**src/rtl/jvrl_pkg.sv**
```systemverilog
package jvrl_pkg;

  // Axis count and field widths.
  localparam int NUM_AXES   = 3;
  localparam int AXIS_W     = 2;
  localparam int CMD_W      = 16;
  localparam int VEL_W      = 32;
  localparam int POS_W      = 48;
  localparam int SPEED_W    = 31;
  localparam int STEP_W     = 31;
  localparam int DZ_W       = 15;
  localparam int LEAD_W     = 40;
  localparam int PCT_W      = 7;
  localparam int CFG_DATA_W = 40;
  localparam int CFG_IDX_W  = 2;

  // Request opcodes.
  localparam logic OP_FRAME = 1'b0;
  localparam logic OP_TICK  = 1'b1;

  // Configuration register indexes.
  localparam logic [CFG_IDX_W-1:0] CFG_MAX_SPEED  = 2'd0;
  localparam logic [CFG_IDX_W-1:0] CFG_VEL_STEP   = 2'd1;
  localparam logic [CFG_IDX_W-1:0] CFG_DEAD_ZONE  = 2'd2;
  localparam logic [CFG_IDX_W-1:0] CFG_LEAD_LIMIT = 2'd3;

  // Configuration reset values.
  localparam logic [SPEED_W-1:0] MAX_SPEED_RST  = 31'd200000000;
  localparam logic [STEP_W-1:0]  VEL_STEP_RST   = 31'd100000;
  localparam logic [DZ_W-1:0]    DEAD_ZONE_RST  = 15'd1638;
  localparam logic [LEAD_W-1:0]  LEAD_LIMIT_RST = 40'd10000000000;

  // Stick and D-pad thresholds, Q1.15.
  localparam logic signed [CMD_W-1:0] Z_TRIG_LIMIT = 16'sd29491;
  localparam logic signed [CMD_W-1:0] DPAD_HI      = 16'sd16384;
  localparam logic signed [CMD_W-1:0] DPAD_LO      = -16'sd16384;
  localparam logic signed [CMD_W-1:0] CMD_POS_MAX  = 16'sd32767;

  // Speed percentage limits.
  localparam logic [PCT_W-1:0] PCT_STEP = 7'd5;
  localparam logic [PCT_W-1:0] PCT_MIN  = 7'd5;
  localparam logic [PCT_W-1:0] PCT_MAX  = 7'd100;

  // Percent divider: 40-bit dividend, eight quotient bits per cycle.
  localparam int DIV_W       = 40;
  localparam int DIV_BITS    = 8;
  localparam int DIV_STEPS   = DIV_W / DIV_BITS;
  localparam int DIV_CNT_W   = 3;
  localparam logic [7:0] PCT_DIVISOR = 8'd100;

  // Position range limits.
  localparam logic signed [POS_W-1:0] POS_MAX = {1'b0, {(POS_W-1){1'b1}}};
  localparam logic signed [POS_W-1:0] POS_MIN = {1'b1, {(POS_W-1){1'b0}}};

  // Controller states.
  typedef enum logic [2:0] {
    ST_IDLE,
    ST_MUL,
    ST_DIV,
    ST_AX_MUL,
    ST_AX_RAMP,
    ST_AX_LEASH,
    ST_EMIT
  } jvrl_state_t;

  // Controller to datapath commands.
  typedef struct packed {
    logic              frame_ld;
    logic              tick_ld;
    logic              mul_go;
    logic              div_step;
    logic              ax_mul;
    logic              ax_ramp;
    logic              ax_leash;
    logic              out_ld;
    logic [AXIS_W-1:0] axis;
  } jvrl_cmd_t;

  // Datapath to controller status.
  typedef struct packed {
    logic div_last;
  } jvrl_status_t;

endpackage

```
**src/rtl/jog_velocity_ramp_leash.sv**
```systemverilog
// Channel   Direction  Handshake          Payload
// in_*      request    in_valid/in_stall  op, axes, triggers, D-pad, pose
// out_*     result     out_valid/out_stall goal_x/y/z, speed_pct
// cfg_*     write      cfg_wr_en          cfg_index, cfg_data
//
// A joystick frame or a tick without a pose is taken while idle and leaves
// the block idle. A tick with a pose holds off the next request while it is
// accepted, the speed product is formed, the divide by 100 runs (eight
// quotient bits a cycle), each axis goes through the one shared multiply,
// ramp and leash unit in three steps, then the result register is loaded;
// a held result stalls that load, and frames wait too. Reset is synchronous.
module jog_velocity_ramp_leash (
  input  logic                                clk,
  input  logic                                rst_n,
  input  logic                                in_valid,
  output logic                                in_stall,
  input  logic                                in_op,
  input  logic                                in_axes_present,
  input  logic signed [jvrl_pkg::CMD_W-1:0]   in_stick_fwd,
  input  logic signed [jvrl_pkg::CMD_W-1:0]   in_stick_side,
  input  logic signed [jvrl_pkg::CMD_W-1:0]   in_trigger_left,
  input  logic signed [jvrl_pkg::CMD_W-1:0]   in_trigger_right,
  input  logic signed [jvrl_pkg::CMD_W-1:0]   in_dpad_axis,
  input  logic                                in_pose_valid,
  input  logic signed [jvrl_pkg::POS_W-1:0]   in_meas_x,
  input  logic signed [jvrl_pkg::POS_W-1:0]   in_meas_y,
  input  logic signed [jvrl_pkg::POS_W-1:0]   in_meas_z,
  output logic                                out_valid,
  input  logic                                out_stall,
  output logic signed [jvrl_pkg::POS_W-1:0]   out_goal_x,
  output logic signed [jvrl_pkg::POS_W-1:0]   out_goal_y,
  output logic signed [jvrl_pkg::POS_W-1:0]   out_goal_z,
  output logic [jvrl_pkg::PCT_W-1:0]          out_speed_pct,
  input  logic                                cfg_wr_en,
  input  logic [jvrl_pkg::CFG_IDX_W-1:0]      cfg_index,
  input  logic [jvrl_pkg::CFG_DATA_W-1:0]     cfg_data
);
  import jvrl_pkg::*;

  logic [SPEED_W-1:0] max_speed_r;
  logic [STEP_W-1:0]  vel_step_r;
  logic [DZ_W-1:0]    dead_zone_r;
  logic [LEAD_W-1:0]  lead_limit_r;

  jvrl_cmd_t    cmd;
  jvrl_status_t status;

  // Configuration registers.
  always_ff @(posedge clk) begin
    if (!rst_n) begin
      max_speed_r  <= MAX_SPEED_RST;
      vel_step_r   <= VEL_STEP_RST;
      dead_zone_r  <= DEAD_ZONE_RST;
      lead_limit_r <= LEAD_LIMIT_RST;
    end else if (cfg_wr_en) begin
      case (cfg_index)
        CFG_MAX_SPEED:  max_speed_r  <= cfg_data[SPEED_W-1:0];
        CFG_VEL_STEP:   vel_step_r   <= cfg_data[STEP_W-1:0];
        CFG_DEAD_ZONE:  dead_zone_r  <= cfg_data[DZ_W-1:0];
        CFG_LEAD_LIMIT: lead_limit_r <= cfg_data[LEAD_W-1:0];
        default: ;
      endcase
    end
  end

  jvrl_ctrl u_ctrl (
    .clk           (clk),
    .rst_n         (rst_n),
    .in_valid      (in_valid),
    .in_op         (in_op),
    .in_pose_valid (in_pose_valid),
    .in_stall      (in_stall),
    .out_valid     (out_valid),
    .out_stall     (out_stall),
    .status        (status),
    .cmd           (cmd)
  );

  jvrl_datapath u_dp (
    .clk              (clk),
    .rst_n            (rst_n),
    .cmd              (cmd),
    .status           (status),
    .max_speed        (max_speed_r),
    .velocity_step    (vel_step_r),
    .dead_zone        (dead_zone_r),
    .lead_limit       (lead_limit_r),
    .in_axes_present  (in_axes_present),
    .in_stick_fwd     (in_stick_fwd),
    .in_stick_side    (in_stick_side),
    .in_trigger_left  (in_trigger_left),
    .in_trigger_right (in_trigger_right),
    .in_dpad_axis     (in_dpad_axis),
    .in_meas_x        (in_meas_x),
    .in_meas_y        (in_meas_y),
    .in_meas_z        (in_meas_z),
    .out_goal_x       (out_goal_x),
    .out_goal_y       (out_goal_y),
    .out_goal_z       (out_goal_z),
    .out_speed_pct    (out_speed_pct)
  );

endmodule

```
**src/rtl/jvrl_datapath.sv**
```systemverilog
module jvrl_datapath (
  input  logic                                  clk,
  input  logic                                  rst_n,
  input  jvrl_pkg::jvrl_cmd_t                   cmd,
  output jvrl_pkg::jvrl_status_t                status,
  input  logic [jvrl_pkg::SPEED_W-1:0]          max_speed,
  input  logic [jvrl_pkg::STEP_W-1:0]           velocity_step,
  input  logic [jvrl_pkg::DZ_W-1:0]             dead_zone,
  input  logic [jvrl_pkg::LEAD_W-1:0]           lead_limit,
  input  logic                                  in_axes_present,
  input  logic signed [jvrl_pkg::CMD_W-1:0]     in_stick_fwd,
  input  logic signed [jvrl_pkg::CMD_W-1:0]     in_stick_side,
  input  logic signed [jvrl_pkg::CMD_W-1:0]     in_trigger_left,
  input  logic signed [jvrl_pkg::CMD_W-1:0]     in_trigger_right,
  input  logic signed [jvrl_pkg::CMD_W-1:0]     in_dpad_axis,
  input  logic signed [jvrl_pkg::POS_W-1:0]     in_meas_x,
  input  logic signed [jvrl_pkg::POS_W-1:0]     in_meas_y,
  input  logic signed [jvrl_pkg::POS_W-1:0]     in_meas_z,
  output logic signed [jvrl_pkg::POS_W-1:0]     out_goal_x,
  output logic signed [jvrl_pkg::POS_W-1:0]     out_goal_y,
  output logic signed [jvrl_pkg::POS_W-1:0]     out_goal_z,
  output logic [jvrl_pkg::PCT_W-1:0]            out_speed_pct
);
  import jvrl_pkg::*;

  // Per-axis state.
  logic signed [CMD_W-1:0] cmd_r  [NUM_AXES];
  logic signed [VEL_W-1:0] vel_r  [NUM_AXES];
  logic signed [POS_W-1:0] tgt_r  [NUM_AXES];
  logic signed [POS_W-1:0] meas_r [NUM_AXES];
  logic                    seeded_r;
  logic [PCT_W-1:0]        pct_r, pct_nxt;
  logic                    slower_prev_r, faster_prev_r;

  // Divider and shared axis unit registers.
  logic [DIV_W-1:0]        div_r, div_nxt;
  logic [6:0]              rem_r, rem_nxt;
  logic [DIV_CNT_W-1:0]    div_cnt_r;
  logic signed [POS_W-1:0] dprod_r;
  logic signed [POS_W-1:0] lo_r, hi_r;

  // Output payload registers.
  logic signed [POS_W-1:0] goal_x_r, goal_y_r, goal_z_r;
  logic [PCT_W-1:0]        speed_r;

  // Joystick frame decode.
  logic signed [17:0]      lt_diff, rt_diff;
  logic [CMD_W-1:0]        lt_half, rt_half;
  logic signed [CMD_W-1:0] z_cmd;
  logic                    slower, faster;
  logic [PCT_W-1:0]        pct_mid;

  assign lt_diff = 18'sd32768 - 18'(in_trigger_left);
  assign rt_diff = 18'sd32768 - 18'(in_trigger_right);
  assign lt_half = lt_diff[16:1];
  assign rt_half = rt_diff[16:1];
  assign slower  = in_dpad_axis > DPAD_HI;
  assign faster  = in_dpad_axis < DPAD_LO;

  always_comb begin
    if (in_trigger_left <= Z_TRIG_LIMIT) begin
      z_cmd = (lt_half > 16'd32767) ? CMD_POS_MAX : $signed(lt_half);
    end else if (in_trigger_right <= Z_TRIG_LIMIT) begin
      z_cmd = $signed(16'(-{1'b0, rt_half}));
    end else begin
      z_cmd = '0;
    end
  end

  // Speed percentage steps on rising D-pad edges.
  always_comb begin
    pct_mid = pct_r;
    if (slower && !slower_prev_r) begin
      pct_mid = (pct_r < PCT_MIN + PCT_STEP) ? PCT_MIN : pct_r - PCT_STEP;
    end
    pct_nxt = pct_mid;
    if (faster && !faster_prev_r) begin
      pct_nxt = (pct_mid > PCT_MAX - PCT_STEP) ? PCT_MAX : pct_mid + PCT_STEP;
    end
  end

  // Scaled maximum product, loaded into the divider shift register.
  logic [DIV_W-1:0] sp_prod;
  assign sp_prod = DIV_W'(max_speed) * DIV_W'(pct_r);

  // Long division by 100, eight quotient bits per cycle.
  logic [7:0]          rem_w;
  logic [DIV_BITS-1:0] qbits;
  always_comb begin
    rem_w = {1'b0, rem_r};
    qbits = '0;
    for (int j = 0; j < DIV_BITS; j++) begin
      rem_w = {rem_w[6:0], div_r[DIV_W-1-j]};
      if (rem_w >= PCT_DIVISOR) begin
        rem_w = rem_w - PCT_DIVISOR;
        qbits[DIV_BITS-1-j] = 1'b1;
      end
    end
    rem_nxt = rem_w[6:0];
    div_nxt = {div_r[DIV_W-DIV_BITS-1:0], qbits};
  end

  assign status.div_last = (div_cnt_r == DIV_CNT_W'(DIV_STEPS - 1));

  // Axis unit, first step: desired velocity product and leash bounds.
  logic signed [CMD_W-1:0]  cmd_sel;
  logic signed [VEL_W-1:0]  vel_sel;
  logic signed [POS_W-1:0]  tgt_sel, meas_sel;
  logic signed [VEL_W-1:0]  vmax_s;
  logic signed [POS_W-1:0]  dprod_nxt;
  logic signed [POS_W:0]    lo_w, hi_w, lead_w;
  logic signed [POS_W-1:0]  lo_nxt, hi_nxt;

  assign cmd_sel   = cmd_r[cmd.axis];
  assign vel_sel   = vel_r[cmd.axis];
  assign tgt_sel   = tgt_r[cmd.axis];
  assign meas_sel  = meas_r[cmd.axis];
  assign vmax_s    = $signed({1'b0, div_r[SPEED_W-1:0]});
  assign dprod_nxt = cmd_sel * vmax_s;
  assign lead_w    = $signed({1'b0, (POS_W-LEAD_W)'(0), lead_limit});
  assign lo_w      = (POS_W+1)'(meas_sel) - lead_w;
  assign hi_w      = (POS_W+1)'(meas_sel) + lead_w;
  assign lo_nxt    = (lo_w < (POS_W+1)'(POS_MIN)) ? POS_MIN : lo_w[POS_W-1:0];
  assign hi_nxt    = (hi_w > (POS_W+1)'(POS_MAX)) ? POS_MAX : hi_w[POS_W-1:0];

  // Axis unit, second step: slew-limited ramp with dead zone.
  logic signed [POS_W-1:0] dprod_b;
  logic signed [32:0]      desired;
  logic signed [33:0]      err, step_w;
  logic [CMD_W:0]          cmd_mag;
  logic signed [VEL_W-1:0] vel_nxt;

  assign dprod_b = dprod_r + (dprod_r[POS_W-1] ? POS_W'(32767) : POS_W'(0));
  assign desired = dprod_b[POS_W-1:15];
  assign step_w  = $signed({3'b0, velocity_step});
  assign cmd_mag = cmd_sel[CMD_W-1] ? (CMD_W+1)'(-(CMD_W+1)'(cmd_sel))
                                    : (CMD_W+1)'(cmd_sel);

  always_comb begin
    err = 34'(desired) - 34'(vel_sel);
    if (err > step_w) begin
      err = step_w;
    end
    if (err < -step_w) begin
      err = -step_w;
    end
    if (cmd_mag < (CMD_W+1)'(dead_zone)) begin
      vel_nxt = '0;
    end else begin
      vel_nxt = VEL_W'(34'(vel_sel) + err);
    end
  end

  // Axis unit, third step: integrate and clamp to the leash.
  logic signed [POS_W:0]   t_w;
  logic signed [POS_W-1:0] tgt_nxt;
  assign t_w = (POS_W+1)'(tgt_sel) + (POS_W+1)'(vel_sel);

  always_comb begin
    if (t_w < (POS_W+1)'(lo_r)) begin
      tgt_nxt = lo_r;
    end else if (t_w > (POS_W+1)'(hi_r)) begin
      tgt_nxt = hi_r;
    end else begin
      tgt_nxt = t_w[POS_W-1:0];
    end
  end

  // State registers initialised by reset.
  always_ff @(posedge clk) begin
    if (!rst_n) begin
      for (int i = 0; i < NUM_AXES; i++) begin
        cmd_r[i] <= '0;
        vel_r[i] <= '0;
        tgt_r[i] <= '0;
      end
      seeded_r      <= 1'b0;
      pct_r         <= PCT_MAX;
      slower_prev_r <= 1'b0;
      faster_prev_r <= 1'b0;
      div_cnt_r     <= '0;
    end else begin
      // A frame reloads the commands and the D-pad edge state; without axes it clears the commands.
      if (cmd.frame_ld) begin
        if (in_axes_present) begin
          cmd_r[0]      <= in_stick_fwd;
          cmd_r[1]      <= in_stick_side;
          cmd_r[2]      <= z_cmd;
          pct_r         <= pct_nxt;
          slower_prev_r <= slower;
          faster_prev_r <= faster;
        end else begin
          for (int i = 0; i < NUM_AXES; i++) begin
            cmd_r[i] <= '0;
          end
        end
      end
      // The first tick with a pose seeds the targets.
      if (cmd.tick_ld && !seeded_r) begin
        tgt_r[0] <= in_meas_x;
        tgt_r[1] <= in_meas_y;
        tgt_r[2] <= in_meas_z;
        seeded_r <= 1'b1;
      end
      if (cmd.mul_go) begin
        div_cnt_r <= '0;
      end else if (cmd.div_step) begin
        div_cnt_r <= div_cnt_r + DIV_CNT_W'(1);
      end
      if (cmd.ax_ramp) begin
        vel_r[cmd.axis] <= vel_nxt;
      end
      if (cmd.ax_leash) begin
        tgt_r[cmd.axis] <= tgt_nxt;
      end
    end
  end

  // Payload registers.
  always_ff @(posedge clk) begin
    if (cmd.tick_ld) begin
      meas_r[0] <= in_meas_x;
      meas_r[1] <= in_meas_y;
      meas_r[2] <= in_meas_z;
    end
    if (cmd.mul_go) begin
      div_r <= sp_prod;
      rem_r <= '0;
    end else if (cmd.div_step) begin
      div_r <= div_nxt;
      rem_r <= rem_nxt;
    end
    if (cmd.ax_mul) begin
      dprod_r <= dprod_nxt;
      lo_r    <= lo_nxt;
      hi_r    <= hi_nxt;
    end
    if (cmd.out_ld) begin
      goal_x_r <= tgt_r[0];
      goal_y_r <= tgt_r[1];
      goal_z_r <= tgt_r[2];
      speed_r  <= pct_r;
    end
  end

  assign out_goal_x    = goal_x_r;
  assign out_goal_y    = goal_y_r;
  assign out_goal_z    = goal_z_r;
  assign out_speed_pct = speed_r;

endmodule

```
**src/rtl/jvrl_ctrl.sv**
```systemverilog
module jvrl_ctrl (
  input  logic                   clk,
  input  logic                   rst_n,
  input  logic                   in_valid,
  input  logic                   in_op,
  input  logic                   in_pose_valid,
  output logic                   in_stall,
  output logic                   out_valid,
  input  logic                   out_stall,
  input  jvrl_pkg::jvrl_status_t status,
  output jvrl_pkg::jvrl_cmd_t    cmd
);
  import jvrl_pkg::*;

  jvrl_state_t       state_r, state_nxt;
  logic [AXIS_W-1:0] ax_r, ax_nxt;
  logic              out_valid_r, out_valid_nxt;
  logic              last_axis;

  assign last_axis = (ax_r == AXIS_W'(NUM_AXES - 1));

  // Next state.
  always_comb begin
    state_nxt = state_r;
    case (state_r)
      ST_IDLE: begin
        if (in_valid && (in_op == OP_TICK) && in_pose_valid) begin
          state_nxt = ST_MUL;
        end
      end
      ST_MUL:     state_nxt = ST_DIV;
      ST_DIV: begin
        if (status.div_last) begin
          state_nxt = ST_AX_MUL;
        end
      end
      ST_AX_MUL:  state_nxt = ST_AX_RAMP;
      ST_AX_RAMP: state_nxt = ST_AX_LEASH;
      ST_AX_LEASH: begin
        state_nxt = last_axis ? ST_EMIT : ST_AX_MUL;
      end
      ST_EMIT: begin
        if (!out_valid_r || !out_stall) begin
          state_nxt = ST_IDLE;
        end
      end
      default:    state_nxt = ST_IDLE;
    endcase
  end

  // Datapath commands.
  always_comb begin
    cmd      = '0;
    cmd.axis = ax_r;
    case (state_r)
      ST_IDLE: begin
        cmd.frame_ld = in_valid && (in_op == OP_FRAME);
        cmd.tick_ld  = in_valid && (in_op == OP_TICK) && in_pose_valid;
      end
      ST_MUL:      cmd.mul_go   = 1'b1;
      ST_DIV:      cmd.div_step = 1'b1;
      ST_AX_MUL:   cmd.ax_mul   = 1'b1;
      ST_AX_RAMP:  cmd.ax_ramp  = 1'b1;
      ST_AX_LEASH: cmd.ax_leash = 1'b1;
      ST_EMIT:     cmd.out_ld   = !out_valid_r || !out_stall;
      default:     cmd          = '0;
    endcase
  end

  // Axis counter and result valid.
  always_comb begin
    ax_nxt = ax_r;
    if (cmd.tick_ld) begin
      ax_nxt = '0;
    end else if (cmd.ax_leash && !last_axis) begin
      ax_nxt = ax_r + AXIS_W'(1);
    end
    out_valid_nxt = out_valid_r;
    if (cmd.out_ld) begin
      out_valid_nxt = 1'b1;
    end else if (!out_stall) begin
      out_valid_nxt = 1'b0;
    end
  end

  always_ff @(posedge clk) begin
    if (!rst_n) begin
      state_r     <= ST_IDLE;
      ax_r        <= '0;
      out_valid_r <= 1'b0;
    end else begin
      state_r     <= state_nxt;
      ax_r        <= ax_nxt;
      out_valid_r <= out_valid_nxt;
    end
  end

  assign in_stall  = (state_r != ST_IDLE);
  assign out_valid = out_valid_r;

endmodule

```
**config.mk**
```make
export PLATFORM = sky130hd
export DESIGN_NAME = jog_velocity_ramp_leash
export DESIGN_NICKNAME = d
export VERILOG_FILES = /design/src/rtl/jvrl_pkg.sv /design/src/rtl/jog_velocity_ramp_leash.sv /design/src/rtl/jvrl_datapath.sv /design/src/rtl/jvrl_ctrl.sv
export SDC_FILE = /design/constraint.sdc
export NUM_CORES = 2
export LEC_CHECK = 0
export ABC_AREA = 1
export BUFFER_PORTS_ARGS = -buffer_cell sky130_fd_sc_hd__buf_2
export CAP_MARGIN = 20
export CELL_PAD_IN_SITES_DETAIL_PLACEMENT = 1
export CELL_PAD_IN_SITES_GLOBAL_PLACEMENT = 2
export CORE_AREA = 3 3 430 432
export CTS_BUF_LIST = sky130_fd_sc_hd__clkbuf_2
export DETAILED_ROUTE_END_ITERATION = 16
export DIE_AREA = 0 0 433 435
export HOLD_SLACK_MARGIN = 0.03
export PLACE_DENSITY = 0.95
export SYNTH_ARGS = -nofsm -noshare
export SYNTH_HDL_FRONTEND = slang
export SYNTH_SLANG_ARGS = --single-unit
export TNS_END_PERCENT = 10
```
**constraint.sdc**
```tcl
create_clock -name clk -period 20.3 [get_ports clk]
set_input_delay 4.06 -clock clk [delete_from_list [all_inputs] [get_ports clk]]
set_output_delay 4.06 -clock clk [all_outputs]
set_load 0.01 [all_outputs]
```
# Word level (Yosys, flattened, before mapping)

Memories as Yosys holds them, arrays and structs flattened. A register that Yosys moved wholly into a read port is not among the register bits.
Index checks and enable logic that the tools add are counted.
Widths: inputs -> output; s select.

Register bits: 334
Bits in latches: 0
RAM bits: 432
Memory bits (read-only): 0
Word-level logic and storage cells: 207
Memories kept: 4

Memories:

| memory      | depth | width | read ports | clocked after Yosys merged registers in | wr ports | line                | text |
|---|---|---|---|---|---|---|---|
| u_dp.meas_r | 3     | 48    | 1          | 0                                       | 3        | jvrl_datapath.sv:30 | `logic signed [POS_W-1:0] meas_r [NUM_AXES];` |
| u_dp.tgt_r  | 3     | 48    | 4          | 3                                       | 3        | jvrl_datapath.sv:29 | `logic signed [POS_W-1:0] tgt_r [NUM_AXES];` |
| u_dp.vel_r  | 3     | 32    | 1          | 0                                       | 3        | jvrl_datapath.sv:28 | `logic signed [VEL_W-1:0] vel_r [NUM_AXES];` |
| u_dp.cmd_r  | 3     | 16    | 1          | 0                                       | 3        | jvrl_datapath.sv:27 | `logic signed [CMD_W-1:0] cmd_r [NUM_AXES];` |

$add $sub $neg: 23
$mul: 2
Div/mod/pow operators: 0
Order comparisons: 22
Equality and inequality tests: 15
Shift-type cells: 0
Muxes and demuxes: 82
Bitwise gates (word level): 11
Reductions and logical operators: 29

Operators with widths:

| kind                   | count |
|---|---|
| $mux 48                | 6 |
| $mux 16                | 9 |
| $mux 32                | 3 |
| $mux 7                 | 12 |
| $mux 38                | 2 |
| $ge 8x7->1 const B     | 8 |
| $sub 7x7->7 const B    | 8 |
| $add 48x32->49         | 1 |
| $add 48x41->49         | 1 |
| $gt 49x48->1           | 1 |
| $gt 49x48->1 const B   | 1 |
| $lt 49x48->1           | 1 |
| $lt 49x48->1 const B   | 1 |
| $sub 48x41->49         | 1 |
| $add 48x16->48         | 1 |
| $mul 16x32->48         | 1 |
| $reduce_or 48->1       | 1 |
| $mul 31x7->38          | 1 |
| $mux 1                 | 38 |
| $gt 34x32->1           | 1 |
| $lt 34x34->1           | 1 |
| $mux 34                | 1 |
| $neg 31->34            | 1 |
| $sub 17x16->17 const A | 2 |
| other kinds (41)       | 81 |

# Logic depth before layout (Yosys ltp)

Depth in word-level cells: 18
Depth in mapped cells: 100
Mapped depth without buffers: 98

# Cells and area by module

Synthesis repeated with hierarchy kept, for this count alone.

Cell total of the unflattened synthesis: 9,173
Area total of the unflattened synthesis: 79,125.9 sq um

By module, submodules not included:

| module                  | times used | cells each | area an instance (sq um) | seq. area each (sq um) |
|---|---|---|---|---|
| jvrl_datapath           | 1          | 8,418      | 74,021.0                 | 25,814.8 |
| jog_velocity_ramp_leash | 1          | 685        | 4,636.9                  | 2,342.2 |
| jvrl_ctrl               | 1          | 70         | 467.9                    | 120.1 |

# Least setup slack after synthesis

Ideal clock, no wire load.

Path type: input to register
Start point: in in_pose_valid
End point: mem u_dp.tgt_r[1][0] (enable)
Arrival time: 12.299 ns
Required time: 19.893 ns
Slack: 7.594 ns
Stages: 4
Buffers on the path: 0
Cell sequence: nand3_1 > nor2_1 > a21oi_1 > nand2_1

RTL lines:

| what               | line                          | text |
|---|---|---|
| start: declaration | jog_velocity_ramp_leash.sv:24 | `input logic in_pose_valid,` |
| end: declaration   | jvrl_datapath.sv:29           |  |

==> flow_summary.toml <==
[critical_path]
cp_num_buf_inv = 14
cpPeakStageDelay_ns = 0.73
ff2ff_setup_slack_ns = 4.51
r2r-end = "u_dp.vel_r[2][31]"
r2r_start = "u_dp.dprod_r[47]"
cp-start-kind = "register"
path_class = "reg2reg"
reg2regPathDepth = 89
critPathArrivalTime_ns = 17.27
worstSetupPathDepth = 89
path_max_fanout = 59
crit_path_frequent_cell = "nor2_1"
end_kind = "register"
required_ns = 21.77
cpLargestDelayFamily = "simple AND/OR/NAND/NOR gates"
crit_slowest_cell = "edfxtp_1"

[synth]
ys_types = 68
synth_area_leader_cell = "edfxtp_1"
syn_nets = 10290
synth_area_leaders = "edfxtp_1 (33%), fa_1 (14%), ha_1 (9.9%)"
async_flop_share = 0
synth-seq-area-share = 0.3632
synth-main-ff-cell = "edfxtp_1"
yosysTopAreaCellShare = 0.3259
synth_edf_count = 845
synth.yosys.warnings = 0
avgSynthCellArea_sq_um = 8.799
synthesis.area_sq_mm = 0.07786
ys_ff_latch = 990
syn_inst = 8848

[sta]
fin_crit_sh = 0.7780
min_period_ns = 15.79
worst_pin_slew_ns = 1.444
slew-limit-headroom = 0.03762
max_freq_ghz = 0.06332
slew_viol_final = 0
finClkSkew_ns = 0.2651
rsz0062_at_grt = "no"
tns_ns = 0
finalSetupViolations = 0
hold_viol = 0

[hold_path]
holdPathStages = 2
min_to = "u_dp.div_r[39]"
hp-start = "u_dp.div_r[31]"
hp-class = "reg2reg"

[clock_tree]
htree_levels = 5
post_cts_buffers = 0
cts_root_buffer = "clkbuf_2"
cts.sinks = 990
cts_tree = "done"
hold_buffers = 0
cts.reportedPaths.clkPinSlew_ns = 0.10
clk_latency_ns = 1.88
numCtsBuffers = 284
cts_resized = 0
cts_buffer_depth = 4

[detailed_routing]
firstDrtPassIters = 9
wl_per_cell_um = 23.77
drc = 0
num_vias = 65540
wl_um = 282200
via_per_inst = 5.521
final_antenna_net_count = 0
drt_iter0_drc = 4649

[grt]
grt_pass1_vias = 70590
grt_max_degree = 87
gr-total-overflow = 0
grt_util_all_layers = 0.2968
grt_pass1_wl_um = 424900
antenna_found_initial = 24

[floorplan]
die_x_um = 433
start_util = 0.4303
io_pins = 427
die_area_sq_mm = 0.1884
num_rows = 156
fp.dieH_um = 435
coreArea_sq_mm = 0.1809

[finish]
fill_cells = 21620
layout_common_cells = "nand2_1 (1745), inv_1 (1584), edfxtp_1 (845), nor2_1 (634), ha_1 (614)"
final_util = 0.4695
syn_to_final_growth_pct = 9.114
final_common_cell = "nand2_1"
drive_gt1_frac = 0.1146
fin_nets = 10740

[placed_design]
dp_hpwl_um = 219900
portBuffers = 426
finalWeightedCongestion = 0.9238

[run]
maxCapViolCount = 0

[status]
status = "completed"
[Yosys cell counts (11+ instances only)]
cell / instances
nand4_1: 60
xor2_1: 239
inv_1: 1589
nor3_1: 61
nand3_1: 187
inv_2: 13
a221oi_1: 31
a211oi_1: 15
o21a_1: 15
nand2_1: 1754
a21boi_1: 16
a21oi_1: 541
edfxtp_1: 845
a31oi_1: 26
buf_1: 15
fa_1: 553
clkbuf_2: 13
and3_1: 21
nor4_1: 11
a22oi_1: 29
nand2_2: 31
o31ai_1: 15
or2_2: 26
ha_1: 614
o22ai_1: 140
o21ai_0: 523
o21ai_1: 40
nor2_1: 643
o221ai_1: 14
xnor2_1: 92
o211ai_1: 59
clkbuf_1: 322
dfxtp_1: 145
o21bai_1: 23
[flip-flops by register name (all words and copies together) (netlist names), 2 cells and up]
name and flops:
u_dp.pct_r 7, u_ctrl.ax_r 2, u_ctrl.state_r 3, max_speed_r 31
u_dp.out_speed_pct 7, dead_zone_r 15, u_dp.vel_r 128, u_dp.tgt_r 192
u_dp.rem_r 7, u_dp.div_cnt_r 3, u_dp.div_r 40, u_dp.cmd_r 48
out_goal_x 48, lead_limit_r 40, u_dp.dprod_r 48, out_goal_z 48
vel_step_r 31, u_dp.meas_r 144, out_goal_y 48, u_dp.hi_r 48
u_dp.lo_r 48
[per-stage QoR]
stage / area, sq um / worst slack (ns) / std cells / hold slack, ns
floorplan: 77860 / 7.594 / 8848 / 0.4064
global placement: 82410 / 4.703 / 11380 / 0.4168
detailed placement: 82410 / 4.392 / 11380 / 0.4212
CTS: 84870 / 4.447 / 11840 / 0.3517
global route: 84930 / 2.546 / 11860 / 0.3990
finish: 84950 / 4.507 / 11870 / 0.3461
[worst min-delay path, stage by stage, from the launching register on]
cell and delay (ns):
edfxtp_1 0.35, nand2_1 0.08, o21ai_0 0.07
[cells by family after synthesis]
kind of cell               share of synthesized area
AOI/OAI and AO/OA                             0.1114
xor gates and xnor gates                     0.03744
adders and majority gates                     0.2409
buffers and inverters                        0.09565
DFF                                           0.3632
and+or+nand+nor                               0.1514
[layout make-up]
cell class	instances	area, sq um	area share
sequential	990	28280	0.3329
timing repair buffer	520	2865	0.03373
inverter	1611	6052	0.07124
antenna	27	67.56	0.0007953
clock inverter	78	504.2	0.005935
tap	2370	2965	0.03491
multi-input combinational	5887	42270	0.4976
clock buffer	389	1947	0.02292
[worst max path at each step]
| stage | from | to | slack (ns) |
|---|---|---|---|
| floorplan | in_pose_valid | u_dp.tgt_r[1][0] | 7.59 |
| global placement | u_dp.dprod_r[47] | u_dp.vel_r[2][31] | 4.70 |
| detailed placement | u_dp.dprod_r[47] | u_dp.vel_r[1][31] | 4.39 |
| CTS | u_dp.dprod_r[47] | u_dp.vel_r[1][31] | 4.45 |
| global route | u_dp.dprod_r[47] | u_dp.vel_r[2][31] | 2.55 |
| finish | u_dp.dprod_r[47] | u_dp.vel_r[2][31] | 4.51 |
[routing by layer]
metal / wire length [um] / track usage / share of wire
met5: 65 / 0 / 0.00023
met4: 16590 / 0.1590 / 0.059
met3: 18970 / 0.04788 / 0.067
met2: 136200 / 0.5024 / 0.48
met1: 110400 / 0.3617 / 0.39
Power is not shown: default switching activity piles up to over one toggle a cycle in this logic, so the estimate is an artifact.
